[config.mk]
export PLATFORM = sky130hd
export DESIGN_NAME = ipr_queue
export DESIGN_NICKNAME = d
export VERILOG_FILES = /design/src/sv/ipr_pkg.sv /design/src/sv/ipr_queue.sv
export SDC_FILE = /design/constraint.sdc
export NUM_CORES = 1
export LEC_CHECK = 0
export BUFFER_PORTS_ARGS = -buffer_cell sky130_fd_sc_hd__clkbuf_2
export CORE_MARGIN = 2
export CORE_UTILIZATION = 50
export DETAILED_ROUTE_END_ITERATION = 8
export PLACE_DENSITY = 0.78
export SYNTH_ARGS = -nofsm -noshare
export SYNTH_HDL_FRONTEND = slang
export SYNTH_SLANG_ARGS = --single-unit
[constraint.sdc]
create_clock -name clk -period 3.2 [get_ports clk]
set_clock_uncertainty 0.2 [all_clocks]
set_input_delay 0.8 -clock clk [delete_from_list [all_inputs] [get_ports clk]]
set_output_delay 0.8 -clock clk [all_outputs]
set_load 0.02 [all_outputs]
[src/sv/ipr_pkg.sv]
`timescale 1ns / 1ps
package ipr_pkg;

  localparam int MAX_ROW_WIDTH = 1024;
  localparam int MAX_SCALE     = 100;

  localparam int ADDR_W  = $clog2(MAX_ROW_WIDTH);
  localparam int WIDTH_W = 11;
  localparam int SCALE_W = 7;
  localparam int PIXEL_W = 24;
  localparam int PAD_W   = 2;

  localparam int QUEUE_DEPTH = 4;
  localparam int QPTR_W      = $clog2(QUEUE_DEPTH);
  localparam int QCNT_W      = $clog2(QUEUE_DEPTH + 1);

  localparam int CFG_INDEX_W = 2;
  localparam int CFG_DATA_W  = 11;

  localparam logic [CFG_INDEX_W-1:0] REG_SCALE     = CFG_INDEX_W'(0);
  localparam logic [CFG_INDEX_W-1:0] REG_ROW_WIDTH = CFG_INDEX_W'(1);

  localparam logic OP_PIXEL = 1'b0;
  localparam logic OP_TICK  = 1'b1;

  typedef enum logic [1:0] {
    CMD_WRITE  = 2'd0,
    CMD_READ   = 2'd1,
    CMD_REJECT = 2'd2
  } cmd_kind_t;

  typedef struct packed {
    logic               op;
    logic [PIXEL_W-1:0] pixel;
  } in_t;

  typedef struct packed {
    logic [PIXEL_W-1:0] run_pixel;
    logic [SCALE_W-1:0] run_length;
    logic               row_end;
    logic [PAD_W-1:0]   pad_bytes;
    logic               rejected;
  } out_t;

  typedef struct packed {
    cmd_kind_t          kind;
    logic [ADDR_W-1:0]  addr;
    logic [PIXEL_W-1:0] pixel;
    logic [SCALE_W-1:0] len;
    logic               row_end;
    logic [PAD_W-1:0]   pad;
  } cmd_t;

endpackage

[src/sv/ipr_queue.sv]
`timescale 1ns / 1ps
module ipr_queue (
  input  logic          clk,
  input  logic          rst,
  input  logic          push,
  input  ipr_pkg::cmd_t push_cmd,
  input  logic          pop,
  output ipr_pkg::cmd_t head,
  output logic          full,
  output logic          empty
);
  import ipr_pkg::*;

  cmd_t              entries [QUEUE_DEPTH];
  logic [QPTR_W-1:0] wr_ptr;
  logic [QPTR_W-1:0] rd_ptr;
  logic [QCNT_W-1:0] count;

  assign full  = (count == QCNT_W'(QUEUE_DEPTH));
  assign empty = (count == '0);
  assign head  = entries[rd_ptr];

  always_ff @(posedge clk) begin
    if (push) begin
      entries[wr_ptr] <= push_cmd;
    end
  end

  always_ff @(posedge clk) begin
    if (rst) begin
      wr_ptr <= '0;
      rd_ptr <= '0;
      count  <= '0;
    end else begin
      if (push) begin
        wr_ptr <= wr_ptr + QPTR_W'(1);
      end
      if (pop) begin
        rd_ptr <= rd_ptr + QPTR_W'(1);
      end
      if (push && !pop) begin
        count <= count + QCNT_W'(1);
      end else if (pop && !push) begin
        count <= count - QCNT_W'(1);
      end
    end
  end

endmodule

==> impl_metrics.py <==
metrics = {
    "timing": {
        "setup_ws_ns": 0.2075,
        "rsz0062_at_grt": "no",
        "tightest_slew_ns": 0.4059,
        "post-route-min-period_ns": 2.992,
        "max_freq_ghz": 0.3342,
        "setup_tns_ns": 0,
        "finalMaxSlewViolations": 0,
        "setup_viol": 0,
        "finalCritPeriodShare_pct": 93.51,
        "max-slew-margin-rel_pct": 72.94,
        "hold_viol_final": 0,
    },
    "critical_path": {
        "cpPeakStageDelay_ns": 0.59,
        "critPathSlowestCell": "mux4_1",
        "worstPathCellList": "buf_4 > mux4_1 > clkbuf_2",
        "required_ns": 2.20,
        "arrival_ns": 1.99,
        "worst-path-max-fanout": 12,
        "cp_top_family": "multiplexers",
        "endpoint_kind": "output port",
        "crit_buf_inv": 2,
        "critical_path_class": "flip-flop to output port",
        "cp-start-kind": "flip-flop",
    },
    "logic_synthesis": {
        "ys_ff_latch": 193,
        "synth_top_area_share_pct": 77.50,
        "synth_top_area_cell": "edfxtp_1",
        "avgSynthCellArea_sq_um": 25.10,
        "synth_area_leaders": "edfxtp_1 (78%), mux4_2 (13%), dfxtp_1 (2.5%)",
        "synth_nets": 340,
        "synth_cells": 284,
        "syn_area_sq_mm": 0.007129,
        "synth.distinct_cells": 23,
        "yosysWarnings": 0,
        "yosysSeqAreaShare_pct": 80.03,
    },
    "finish": {
        "num-nets-final": 453,
        "fin_util_pct": 60.40,
        "drive_gt1_share_pct": 42.68,
        "area.growth.synth_to_final_pct": 17.60,
        "final_cells": 591,
    },
    "floorplan": {
        "num_rows": 43,
        "coreArea_sq_mm": 0.01388,
        "die_y_microns": 123.4,
        "die-width_microns": 123.4,
        "start_util_pct": 51.36,
        "pin_count": 98,
        "die-area_sq_mm": 0.01523,
    },
    "route": {
        "vias": 3213,
        "drtIter0Drc": 249,
        "vias_per_cell": 5.437,
        "drtAntennaViolNets": 0,
        "dr.pass1.iters": 4,
        "wl_per_cell_microns": 19.99,
        "drc": 0,
        "drt-total-wl_microns": 11820,
    },
    "outcome": {
        "outcome": "completed",
    },
    "cts": {
        "cts_setup_buffers": 0,
        "ctsHoldBuffers": 0,
        "postCtsResizedCells": 0,
        "cts-root-buf": "clkbuf_16",
        "clock_path_buffers": 2,
        "cts_sinks": 193,
        "cts_tree": "done",
        "htreeDepth": 4,
        "clkLatencyLatePin_ns": 0.43,
        "cts-buffers-inserted": 17,
        "path_clk_slew_ns": 0.06,
    },
    "pwr": {
        "leakage_nw": 2.866,
        "peakVddDrop_mv": 0.3246,
        "powerDensity_mw_per_mm2": 639.6,
    },
    "grt": {
        "grt_max_degree": 47,
        "grt_pass1_vias": 3427,
        "grt-ovfl-total": 0,
        "grt_usage_pct": 16.78,
        "antenna_found_initial": 1,
        "grt_pass1_wl_microns": 18040,
    },
    "min_path": {
        "hp-class": "flip-flop to flip-flop",
    },
    "place": {
        "gp_congestion": 0.7047,
        "place_inst": 558,
        "io_buffers": 97,
        "place_hpwl_microns": 7115,
        "pre_cts_ws_ns": 0.6133,
    },
    "run": {
        "cap_violations": 0,
    },
}
cells in the mapped netlist:
library cell  count
buf_12            4
fa_1              1
mux4_2           40
buf_2             4
nand2_1           1
edfxtp_1        184
nor3b_1           1
a21oi_1           1
xor2_1            3
clkbuf_1          1
and2_1            4
mux2i_1           2
inv_1             4
clkbuf_2          1
o21ai_0           1
mux4_1            6
buf_6             1
ha_1              5
or3_1             1
nor2_1            7
xnor2_1           2
dfxtp_1           9
nor3_1            1
layout make-up:
type	count	area [sq um]
timing repair buffer	105	633.1
antenna	1	2.502
multi-input combinational	76	1294
inverter	4	15.01
clock buffer	18	429.2
sequential	193	5710
tap	180	225.2
fill	1006	5497
clock inverter	14	75.07
logic make-up (layout without fill, tap and decap cells):
logic type	after synthesis	in the layout	synth area share, %
buffers and inverters	15	141	1.895
other	0	1	0
muxes	48	48	15.13
xor gates and xnor gates	5	5	0.6144
adders and majority gates	6	6	1.158
DFF	193	193	80.03
AOI/OAI and AO/OA	2	2	0.1403
and+or+nand+nor	15	15	1.035
where the power goes:
part           internal (mW)  switching [mW]
Sequential              2.90          0.0490
Clock                  0.969           0.841
Combinational          0.261           0.346
metrics by stage:
| stage | cell area [sq um] | power [mW] | hold slack [ns] |
|---|---|---|---|
| global placement | 7878 | 3.598 | 0.2777 |
| CTS | 8382 | 5.420 | 0.3232 |
| global route | 8382 | 5.567 | 0.3639 |
| finish | 8384 | 5.363 | 0.3224 |
| detailed placement | 7878 | 3.621 | 0.3097 |
| floorplan | 7129 | 3.400 | 0.2663 |
routing by layer:
layer	wire length, microns	track usage [%]
met1	4777	20.29
met5	0	0
met2	6074	27.44
met4	242	7.031
met3	721	6.089
flip-flops by register name, indices dropped and copies added, names as in the netlist, named ones only:
name	flops
wr_ptr	2
entries	184
rd_ptr	2
count	3
worst register-to-register path, stage by stage, from the launching register on:
cell,delay [ns]
dfxtp_1,0.35
fa_1,0.45
xor2_1,0.18
or3_1,0.31
a21oi_1,0.16
layout by cell type (no fill, tap or decap), types with 2 or more instances in the layout:
| cell | Yosys | final |
|---|---|---|
| edfxtp_1 | 184 | 184 |
| clkbuf_2 | 1 | 97 |
| mux4_2 | 40 | 40 |
| clkbuf_16 | 0 | 17 |
| nor2_1 | 7 | 7 |
| clkinv_1 | 0 | 7 |
| dfxtp_1 | 9 | 7 |
| buf_12 | 4 | 7 |
| mux4_1 | 6 | 6 |
| ha_1 | 5 | 5 |
| inv_1 | 4 | 4 |
| and2_2 | 0 | 4 |
| clkinvlp_4 | 0 | 4 |
| xor2_1 | 3 | 3 |
| xnor2_1 | 2 | 2 |
| mux2i_1 | 2 | 2 |
| clkinv_2 | 0 | 2 |
path summary, 6_finish.rpt:
path | depth (start not counted) | slack, ns | endpoint | startpoint
hold / removal | 2 | 0.32 | count[2] | count[2]
hold reg to reg | 2 | 0.32 | count[2] | count[2]
setup reg to reg | 4 | 1.48 | count[2] | count[0]
setup / recovery | 3 | 0.21 | head[44] | flip-flop
(Power assumes the default switching activity.)
