`src/sv/ipr_pkg.sv`:
```
`timescale 1ns / 1ps
package ipr_pkg;

  localparam int MAX_ROW_WIDTH = 1024;
  localparam int MAX_SCALE     = 100;

  localparam int ADDR_W  = $clog2(MAX_ROW_WIDTH);
  localparam int WIDTH_W = 11;
  localparam int SCALE_W = 7;
  localparam int PIXEL_W = 24;
  localparam int PAD_W   = 2;

  localparam int QUEUE_DEPTH = 4;
  localparam int QPTR_W      = $clog2(QUEUE_DEPTH);
  localparam int QCNT_W      = $clog2(QUEUE_DEPTH + 1);

  localparam int CFG_INDEX_W = 2;
  localparam int CFG_DATA_W  = 11;

  localparam logic [CFG_INDEX_W-1:0] REG_SCALE     = CFG_INDEX_W'(0);
  localparam logic [CFG_INDEX_W-1:0] REG_ROW_WIDTH = CFG_INDEX_W'(1);

  localparam logic OP_PIXEL = 1'b0;
  localparam logic OP_TICK  = 1'b1;

  typedef enum logic [1:0] {
    CMD_WRITE  = 2'd0,
    CMD_READ   = 2'd1,
    CMD_REJECT = 2'd2
  } cmd_kind_t;

  typedef struct packed {
    logic               op;
    logic [PIXEL_W-1:0] pixel;
  } in_t;

  typedef struct packed {
    logic [PIXEL_W-1:0] run_pixel;
    logic [SCALE_W-1:0] run_length;
    logic               row_end;
    logic [PAD_W-1:0]   pad_bytes;
    logic               rejected;
  } out_t;

  typedef struct packed {
    cmd_kind_t          kind;
    logic [ADDR_W-1:0]  addr;
    logic [PIXEL_W-1:0] pixel;
    logic [SCALE_W-1:0] len;
    logic               row_end;
    logic [PAD_W-1:0]   pad;
  } cmd_t;

endpackage

```
`src/sv/ipr_front.sv`:
```
`timescale 1ns / 1ps
module ipr_front (
  input  logic                            clk,
  input  logic                            rst,
  input  logic                            item_valid,
  output logic                            item_stall,
  input  ipr_pkg::in_t                    item,
  input  logic                            cfg_valid,
  output logic                            cfg_ready,
  input  logic [ipr_pkg::CFG_INDEX_W-1:0] cfg_index,
  input  logic [ipr_pkg::CFG_DATA_W-1:0]  cfg_data,
  input  logic                            q_full,
  output logic                            push,
  output ipr_pkg::cmd_t                   push_cmd
);
  import ipr_pkg::*;

  logic [SCALE_W-1:0] scale;
  logic [WIDTH_W-1:0] row_width;
  logic [ADDR_W-1:0]  col;
  logic [ADDR_W-1:0]  col_next;
  logic [ADDR_W-1:0]  rcol;
  logic [ADDR_W-1:0]  rcol_next;
  logic [SCALE_W-1:0] passes;
  logic [SCALE_W-1:0] passes_next;
  logic [SCALE_W-1:0] s_eff;
  logic [WIDTH_W-1:0] w_eff;
  logic [PAD_W-1:0]   pad;
  logic [WIDTH_W-1:0] col_inc;
  logic [WIDTH_W-1:0] rcol_inc;
  logic               accept;

  assign cfg_ready  = 1'b1;
  assign item_stall = q_full;
  assign accept     = item_valid && !item_stall;

  always_comb begin
    if (scale == '0) begin
      s_eff = SCALE_W'(1);
    end else if (scale > SCALE_W'(MAX_SCALE)) begin
      s_eff = SCALE_W'(MAX_SCALE);
    end else begin
      s_eff = scale;
    end
    if (row_width == '0) begin
      w_eff = WIDTH_W'(1);
    end else if (row_width > WIDTH_W'(MAX_ROW_WIDTH)) begin
      w_eff = WIDTH_W'(MAX_ROW_WIDTH);
    end else begin
      w_eff = row_width;
    end
  end

  // The row is 3*w*s bytes, so the padding to a 4-byte boundary is w*s mod 4.
  assign pad      = PAD_W'(w_eff[PAD_W-1:0] * s_eff[PAD_W-1:0]);
  assign col_inc  = WIDTH_W'(col) + WIDTH_W'(1);
  assign rcol_inc = WIDTH_W'(rcol) + WIDTH_W'(1);

  always_comb begin
    push          = 1'b0;
    push_cmd      = '0;
    push_cmd.kind = CMD_REJECT;
    col_next      = col;
    rcol_next     = rcol;
    passes_next   = passes;
    if (accept) begin
      if (item.op == OP_PIXEL) begin
        push = 1'b1;
        if (passes == '0) begin
          push_cmd.kind  = CMD_WRITE;
          push_cmd.addr  = col;
          push_cmd.pixel = item.pixel;
          push_cmd.len   = s_eff;
          if (col_inc >= w_eff) begin
            push_cmd.row_end = 1'b1;
            push_cmd.pad     = pad;
            col_next         = '0;
            rcol_next        = '0;
            passes_next      = s_eff - SCALE_W'(1);
          end else begin
            col_next = ADDR_W'(col_inc);
          end
        end
      end else if (passes != '0) begin
        push          = 1'b1;
        push_cmd.kind = CMD_READ;
        push_cmd.addr = rcol;
        push_cmd.len  = s_eff;
        if (rcol_inc >= w_eff) begin
          push_cmd.row_end = 1'b1;
          push_cmd.pad     = pad;
          rcol_next        = '0;
          passes_next      = passes - SCALE_W'(1);
        end else begin
          rcol_next = ADDR_W'(rcol_inc);
        end
      end
    end
  end

  always_ff @(posedge clk) begin
    if (rst) begin
      scale     <= SCALE_W'(1);
      row_width <= WIDTH_W'(1);
      col       <= '0;
      rcol      <= '0;
      passes    <= '0;
    end else begin
      col    <= col_next;
      rcol   <= rcol_next;
      passes <= passes_next;
      if (cfg_valid && cfg_ready) begin
        case (cfg_index)
          REG_SCALE: begin
            scale <= cfg_data[SCALE_W-1:0];
          end
          REG_ROW_WIDTH: begin
            row_width <= cfg_data[WIDTH_W-1:0];
          end
          default: begin
          end
        endcase
      end
    end
  end

endmodule

```
`config.mk`:
```
export PLATFORM = sky130hd
export DESIGN_NAME = ipr_front
export DESIGN_NICKNAME = d
export VERILOG_FILES = /design/src/sv/ipr_pkg.sv /design/src/sv/ipr_front.sv
export SDC_FILE = /design/constraint.sdc
export NUM_CORES = 1
export LEC_CHECK = 0
export BUFFER_PORTS_ARGS = -buffer_cell sky130_fd_sc_hd__buf_2
export CAP_MARGIN = 0
export CORE_AREA = 2 2 88 90
export DETAILED_ROUTE_END_ITERATION = 7
export DIE_AREA = 0 0 90 92
export PLACE_DENSITY = 0.86
export SLEW_MARGIN = 10
export SYNTH_ARGS = -nofsm -noshare
export SYNTH_HDL_FRONTEND = slang
export SYNTH_SLANG_ARGS = --single-unit
```
`constraint.sdc`:
```
create_clock -name clk -period 3.5 [get_ports clk]
set_clock_uncertainty 0.15 [all_clocks]
set_input_delay 0.7 -clock clk [delete_from_list [all_inputs] [get_ports clk]]
set_output_delay 0.7 -clock clk [all_outputs]
set_load 0.005 [all_outputs]
```
==> summary.md, run 1 <==
| Metric | Value |
|---|---|
| Status | `finished, violations left` |
| Violated checks | `negative setup slack` |
| Largest stage delay on the critical path | `0.49 ns` |
| Multi-input logic area | `2510 um2` |
| Largest net degree at the start of global routing | `38` |
| Yosys cell types | `61` |
| Core area | `7450 um2` |
| Cells after Synth | `422` |
| Sequential element share of the synthesized area | `26.4%` |
| Pwr Density | `303 nW/um2` |
| Worst-path fanout max | `3` |
| Antenna viol nets, final | `0` |
| Gpl congestion | `0.869` |
| Syn_nets | `493` |
| Simple-Gate Fraction of Synth Area | `29.5%` |
| Largest family of logic cells by synthesized area | `simple AND/OR/NAND/NOR gates` |
| Synth-to-layout area growth | `33.3%` |
| Met2 wire length | `5120 um` |
| CP Capture Type | `output port` |
| CTS buffer count | `5` |
| Switch Pwr | `0.412 mW` |
| Worst setup SP type | `register` |
| Final WL | `10,600 um` |
| Peak supply drop | `0.000237 V` |
| # rows | `32` |
| Int Pwr | `0.968 mW` |
| Nets | `622` |
| Commonest cells after routing, fill and taps aside | `buf_2 (90), nor2_1 (58), buf_4 (54), dfxtp_1 (41), nand2_1 (30)` |
| Sw frac | `29.9%` |
| Multiplexer share of the synthesized area | `6.23%` |
| Crit path DAT | `3.13 ns` |
| CTS Sinks | `45` |
| WL/cell | `16.2 um` |
| Worst path top cell family by delay | `simple AND/OR/NAND/NOR gates` |
| Via density | `5.61` |
| Mean post-synth cell area | `8.09 um2` |
| Synth Register Bits | `45` |
| Initial antenna violation count | `0` |
| Gr ovfl total | `0` |
| GRT Util Overall | `24.4%` |
| Vias in the first global route | `3,517` |
| Final core utilization | `61.1%` |
| CTS tree | `done` |
| Clk_lat worst skew | `0.31 ns` |
| Min Tclk post-route | `3.98 ns` |
| M1 WL | `4530 um` |
| Die H | `92 um` |
| Final worst slack | `-0.481 ns` |
| Most frequent CP cell | `and3_4` |
| Design area | `4550 um2` |
| Met3 WL post-DR | `637 um` |
| Clock tree root buffer cell | `clkbuf_8` |
| Synth Area in Compound Gates | `17.5%` |
| First-pass GRT wire length | `16,500 um` |
| Highest Signal Layer | `met4` |
| Register area | `908 um2` |
| Post-synthesis adder-cell area fraction | `10.3%` |
| Ant. Diodes | `0` |
| Pre-Repair DR Iteration Count | `6` |
| Seq pwr share | `39.4%` |
| Starting DRT DRC Count | `342` |
| Port Buf Inserts | `90` |
| Post-Syn Area | `3420 um2` |
| Critical Path RT | `2.65 ns` |
| Worst Tran Pin Value | `0.686 ns` |
| Total I/O pin count | `92` |
| Synth Flop Type | `dfxtp_1` |
| Max Cap Violations | `0` |
| Initial Util | `45.9%` |
| Fin. Hold Viols | `0` |
| RSZ-0062 raised after global routing | `true` |
| CP Class | `register to output port` |
| Hold Crit Class | `register to register` |
| CP bufs+invs | `1` |
| Clock-pin slew on the worst setup and hold paths | `0.09 ns` |
| Post-route clock period utilization | `114%` |
| Residual DRC count | `0` |
| Via count | `3,670` |
| Htree depth | `2` |
| Hold WS | `0.361 ns` |
| Final Max Tran Viols | `0` |
| Normalized max-slew margin | `54.1%` |
| Non-filler instance count after layout | `654` |
| Commonest non-fill, non-tap cell in the layout | `buf_2` |
| Synth Warn # | `0` |
| Fillcell total | `623` |
| Logic gate share of total power | `25.8%` |
| FMAX | `251 MHz` |
| CP cell instances | `ha_4 -> and3_4 -> and3_4 -> and3_4 -> xor2_1 -> ha_1 -> o2111ai_2 -> or4_4 -> nand2_8 -> and3_4 -> o21ai_4 -> nor3b_2 -> buf_2` |
| CTS Hold Bufs | `0` |
| P_leak | `2.24 nW` |
| CP max-delay cell | `or4_4` |
| Layout cells sized above 1 | `36.8%` |
| XOR/XNOR Fraction of Synth Area | `4.87%` |
| Post-route setup TNS | `-1.30 ns` |
| Placed cell count | `641` |
| Cell Area, Placed | `4270 um2` |
| Die ar. | `8280 um2` |
| Die width | `90 um` |
| Clock share of power | `34.8%` |
| Detailed Place HPWL | `7420 um` |
| CTS max path bufs | `2` |
| Final setup violation count | `3` |
| Post-synth EDFFs | `0` |
| Post-synth ARST share | `0%` |
## state kept, by name, summed over array words and instances, names as in the netlist
name and cells:
passes 7, scale 7, col 10, rcol 10, row_width 11
## layer usage
layer,global-route usage (%),up-vias
met1,30.3,1743
met5,0,-
met3,4.52,34
li1,-,1746
met4,9.87,0
met2,41.8,147
## synthesized netlist by cell type (2+ instances only)
master / count / area, um2
clkbuf_8: 3 / 41.3
o21ai_1: 21 / 105
buf_6: 3 / 33.8
a22oi_1: 2 / 15.0
nand3_1: 8 / 40.0
nor3_1: 13 / 65.1
o21a_1: 3 / 22.5
a22o_1: 12 / 105
a21oi_1: 21 / 105
and3_2: 2 / 15.0
mux2_1: 2 / 22.5
nor4_1: 3 / 18.8
xor2_1: 14 / 123
buf_1: 2 / 7.51
buf_4: 2 / 15.0
mux2i_1: 19 / 190
a211o_1: 2 / 17.5
nand2b_1: 4 / 25.0
a211oi_1: 4 / 30.0
and2_1: 27 / 169
dfxtp_1: 45 / 901
and3b_1: 2 / 17.5
a31oi_1: 4 / 25.0
nor2b_1: 8 / 50.1
nand2_1: 30 / 113
nor3b_1: 3 / 22.5
xnor2_1: 5 / 43.8
clkbuf_1: 10 / 37.5
nor2_1: 61 / 229
and3_1: 13 / 81.3
ha_1: 28 / 350
nand3b_1: 8 / 60.1
inv_1: 3 / 11.3
o21ai_0: 8 / 40.0
## final cells by class
cell class,count,area share (%)
multi-input combinational,350,55.1
timing repair buffer,144,18.8
tap,102,2.80
sequential,45,20.0
inverter,5,0.412
clock buffer,5,1.51
clock inverter,3,1.43
## final timing paths
path	cells past startpoint	slack, ns	start	endpoint
setup / recovery	13	-0.48	col[1]$_SDFFE_PP0P_	push_cmd[0]
hold reg to reg	2	0.36	passes[6]$_SDFFE_PP0P_	passes[6]$_SDFFE_PP0P_
hold / removal	2	0.36	passes[6]$_SDFFE_PP0P_	passes[6]$_SDFFE_PP0P_
setup reg to reg	13	0.08	col[1]$_SDFFE_PP0P_	passes[5]$_SDFFE_PP0P_
## what timing repair did
item,CTS,global route
setup endpoints to repair,3,4
gates resized for setup,20,8
buffers inserted,3,2
pin swaps,11,5
## worst min-delay path: stages, from the launching register on
cell and delay (ns):
dfxtp_1 0.34, o21ai_1 0.07, a21oi_1 0.06
## kinds of logic (layout without fill, tap and decap cells)
group | Yosys count | in the layout
flops | 45 | 45
fa+ha+maj | 28 | 28
buf+inv | 27 | 157
simple gates | 192 | 192
xor+xnor | 19 | 19
other cells | 1 | 1
mux | 21 | 21
compound gates | 89 | 89
## through the flow
stage                     total power [mW]  worst slack [ns]
after global placement               0.867           -0.0912
after floorplan                      0.773           0.00359
after global routing                  1.43            -0.627
final                                 1.38            -0.481
after CTS                             1.37            -0.448
after detailed placement             0.881            -0.150
## power groups by stage
stage / registers [mW] / logic [mW] / clock network [mW]
after floorplan: 0.550 / 0.223 / 0
after global placement: 0.553 / 0.314 / 0
after detailed placement: 0.554 / 0.327 / 0
after CTS: 0.543 / 0.342 / 0.482
after global routing: 0.546 / 0.384 / 0.502
final: 0.544 / 0.356 / 0.480
(Power assumes the default switching activity.)
==> run 2: changes to the inputs <==
==> config.mk (replaced) <==
export PLATFORM = sky130hd
export DESIGN_NAME = ipr_front
export DESIGN_NICKNAME = d
export VERILOG_FILES = /design/src/sv/ipr_pkg.sv /design/src/sv/ipr_front.sv
export SDC_FILE = /design/constraint.sdc
export NUM_CORES = 1
export LEC_CHECK = 0
export CAP_MARGIN = 0
export CELL_PAD_IN_SITES_DETAIL_PLACEMENT = 2
export CELL_PAD_IN_SITES_GLOBAL_PLACEMENT = 2
export CORE_AREA = 2 2 105 107
export DETAILED_ROUTE_END_ITERATION = 7
export DIE_AREA = 0 0 107 109
export DONT_BUFFER_PORTS = 1
export PLACE_DENSITY = 0.77
export SLEW_MARGIN = 10
export SYNTH_ARGS = -nofsm -noshare
export SYNTH_HDL_FRONTEND = slang
export SYNTH_SLANG_ARGS = --single-unit
==> summary.md, run 2 (same netlist as run 1, synthesis figures left out) <==
| Metric | Value |
|---|---|
| CTS Sinks | `45 (unchanged)` |
| Synth-to-layout area growth | `35.0% (was 33.3%)` |
| Worst setup SP type | `register (unchanged)` |
| Antenna viol nets, final | `0 (unchanged)` |
| Commonest cells after routing, fill and taps aside | `buf_4 (67), nor2_1 (58), dfxtp_1 (37), nand2_1 (29), and2_1 (26) (was buf_2 (90), nor2_1 (58), buf_4 (54), dfxtp_1 (41), nand2_1 (30))` |
| Htree depth | `2 (unchanged)` |
| Clk_lat worst skew | `0.34 ns (was 0.31 ns)` |
| Hold path depth | `1 (was 2)` |
| CTS Hold Bufs | `0 (unchanged)` |
| Reg2Reg Launch Point | `row_width[7]$_SDFFE_PP0P_ (was col[1]$_SDFFE_PP0P_)` |
| Top reg by flops | `row_width (unchanged)` |
| Hold_sp | `rst (was passes[6]$_SDFFE_PP0P_)` |
| Commonest non-fill, non-tap cell in the layout | `buf_4 (was buf_2)` |
| Crit path DAT | `3.21 ns (was 3.13 ns)` |
| Hold Crit Class | `input pin to register (was register to register)` |
| Post-route clock period utilization | `116% (was 114%)` |
| Fillcell total | `1,125 (was 623)` |
| Final worst slack | `-0.562 ns (was -0.481 ns)` |
| Vias in the first global route | `3,895 (was 3,517)` |
| # rows | `38 (was 32)` |
| Pwr Density | `310 nW/um2 (was 303 nW/um2)` |
| Via density | `5.87 (was 5.61)` |
| Status | `finished, violations left (unchanged)` |
| Peak supply drop | `0.000213 V (was 0.000237 V)` |
| First-pass GRT wire length | `22,400 um (was 16,500 um)` |
| Final core utilization | `43.5% (was 61.1%)` |
| Register area | `921 um2 (was 908 um2)` |
| Min Tclk post-route | `4.06 ns (was 3.98 ns)` |
| Final WL | `16,800 um (was 10,600 um)` |
| Die H | `109 um (was 92 um)` |
| Via count | `3,653 (was 3,670)` |
| Max Cap Violations | `0 (unchanged)` |
| R2R Setup Slk | `-0.17 ns (was 0.08 ns)` |
| Hold WS | `0.281 ns (was 0.361 ns)` |
| Pre-Repair DR Iteration Count | `4 (was 6)` |
| Final Max Tran Viols | `0 (unchanged)` |
| Design area | `4610 um2 (was 4550 um2)` |
| CP Class | `register to output port (unchanged)` |
| Hold Path End | `row_width[8]$_SDFFE_PP0P_ (was passes[6]$_SDFFE_PP0P_)` |
| Post-route setup TNS | `-2.02 ns (was -1.30 ns)` |
| Nets | `552 (was 622)` |
| Dpl ws | `-0.141 ns (was -0.150 ns)` |
| Die width | `107 um (was 90 um)` |
| Violated checks | `negative setup slack (unchanged)` |
| Core area | `10,600 um2 (was 7450 um2)` |
| FMAX | `246 MHz (was 251 MHz)` |
| Gpl congestion | `0.858 (was 0.869)` |
| CTS buffer count | `5 (unchanged)` |
| CTS max path bufs | `2 (unchanged)` |
| Fin. Hold Viols | `0 (unchanged)` |
| Port Buf Inserts | `0 (was 90)` |
| FF-to-FF path depth | `14 (was 13)` |
| RSZ-0062 raised after global routing | `true (unchanged)` |
| Met1 GRT Util | `28.7% (was 30.3%)` |
| Residual DRC count | `0 (unchanged)` |
| Largest net degree at the start of global routing | `42 (was 38)` |
| Grt met2 use | `47.0% (was 41.8%)` |
| Critical Path RT | `2.65 ns (about the same)` |
| P_leak | `1.96 nW (was 2.24 nW)` |
| Reg-to-Reg End | `passes[5]$_SDFFE_PP0P_ (unchanged)` |
| Met3 usage | `4.60% (was 4.52%)` |
| Largest register FFs | `11 (unchanged)` |
| Initial antenna violation count | `0 (unchanged)` |
| Clock tree root buffer cell | `clkbuf_8 (unchanged)` |
| Clock-pin slew on the worst setup and hold paths | `0.11 ns (was 0.09 ns)` |
| Layout cells sized above 1 | `34.4% (was 36.8%)` |
| Worst-path fanout max | `3 (unchanged)` |
| Starting DRT DRC Count | `204 (was 342)` |
| Initial Util | `32.2% (was 45.9%)` |
| CTS tree | `done (unchanged)` |
| Gr busiest metal | `met2 (unchanged)` |
| Final setup violation count | `7 (was 3)` |
| GRT Util Overall | `25.4% (was 24.4%)` |
| Gr ovfl total | `0 (unchanged)` |
| Multi-input logic area | `2770 um2 (was 2510 um2)` |
| Ant. Diodes | `0 (unchanged)` |
| Worst Tran Pin Value | `0.991 ns (was 0.686 ns)` |
| Cell Area, Placed | `3910 um2 (was 4270 um2)` |
| Normalized max-slew margin | `33.6% (was 54.1%)` |
| Die ar. | `11,700 um2 (was 8280 um2)` |
| CP Capture Type | `output port (unchanged)` |
| Largest registers | `row_width x11, col x10, rcol x10 (unchanged)` |
| Total I/O pin count | `92 (unchanged)` |
| WL/cell | `27.0 um (was 16.2 um)` |
| Detailed Place HPWL | `9430 um (was 7420 um)` |
-- run 2: worst max path at each step --
stage | slack (ns) | to | start | depth (start not counted)
6_report | -0.56 | push_cmd[1] | col[1]$_SDFFE_PP0P_ | 15
2_1_floorplan | 0.004 | push_cmd[0] | col[0]$_SDFFE_PP0P_ | 12
3_3_place_gp | -0.01 | push_cmd[0] | col[0]$_SDFFE_PP0P_ | 12
4_1_cts | -0.47 | push_cmd[0] | col[0]$_SDFFE_PP0P_ | 12
3_5_place_dp | -0.14 | push_cmd[0] | col[0]$_SDFFE_PP0P_ | 12
5_1_grt | -0.61 | push_cmd[1] | col[1]$_SDFFE_PP0P_ | 15
-- run 2: final cells by class --
| class | instances | share of cell area (%) |
|---|---|---|
| Clock buffer | 6 | 2.03 |
| Tap cell | 140 | 3.80 |
| Sequential cell | 45 | 20.0 |
| Timing Repair Buffer | 74 | 12.8 |
| Clock inverter | 2 | 0.841 |
| Inverter | 5 | 0.407 |
| Multi-Input combinational cell | 350 | 60.1 |
-- run 2: metrics by stage --
stage | power (mW) | instances
finish | 1.43 | 622
global route | 1.48 | 622
CTS | 1.37 | 616
detailed placement | 0.856 | 594
global placement | 0.837 | 594
floorplan | 0.773 | 422
-- run 2: power by group --
group          total, mW  internal, mW  switching [mW]
combinational      0.402         0.169           0.233
clock              0.483         0.259           0.223
sequential         0.545         0.525          0.0207
total               1.43         0.953           0.477
-- run 2: worst max-delay path, cell delays in order, from the launching register on --
cell and delay, ns:
dfxtp_4 0.38, ha_4 0.15, and3_4 0.20, and3_4 0.18, and3_4 0.25, xor2_4 0.18
ha_4 0.24, buf_6 0.12, a211oi_2 0.19, nor2_1 0.09, nor3_2 0.19, buf_4 0.19
nand2_8 0.05, and3_4 0.18, o21ai_4 0.19, nor2_1 0.09
-- run 2: what timing repair did --
| action | in CTS | in global routing |
|---|---|---|
| pin swaps | 15 | 34 |
| gates cloned | 0 | 1 |
| gates resized for setup | 18 | 65 |
| buffers inserted | 15 | 11 |
| endpoints found under the setup margin | 14 | 34 |
-- run 2: routing by layer --
layer | wire length [um] | vias to the layer above
li1 | - | 1597
met1 | 6660 | 1834
met5 | 0 | -
met3 | 682 | 62
met2 | 8540 | 160
met4 | 929 | 0
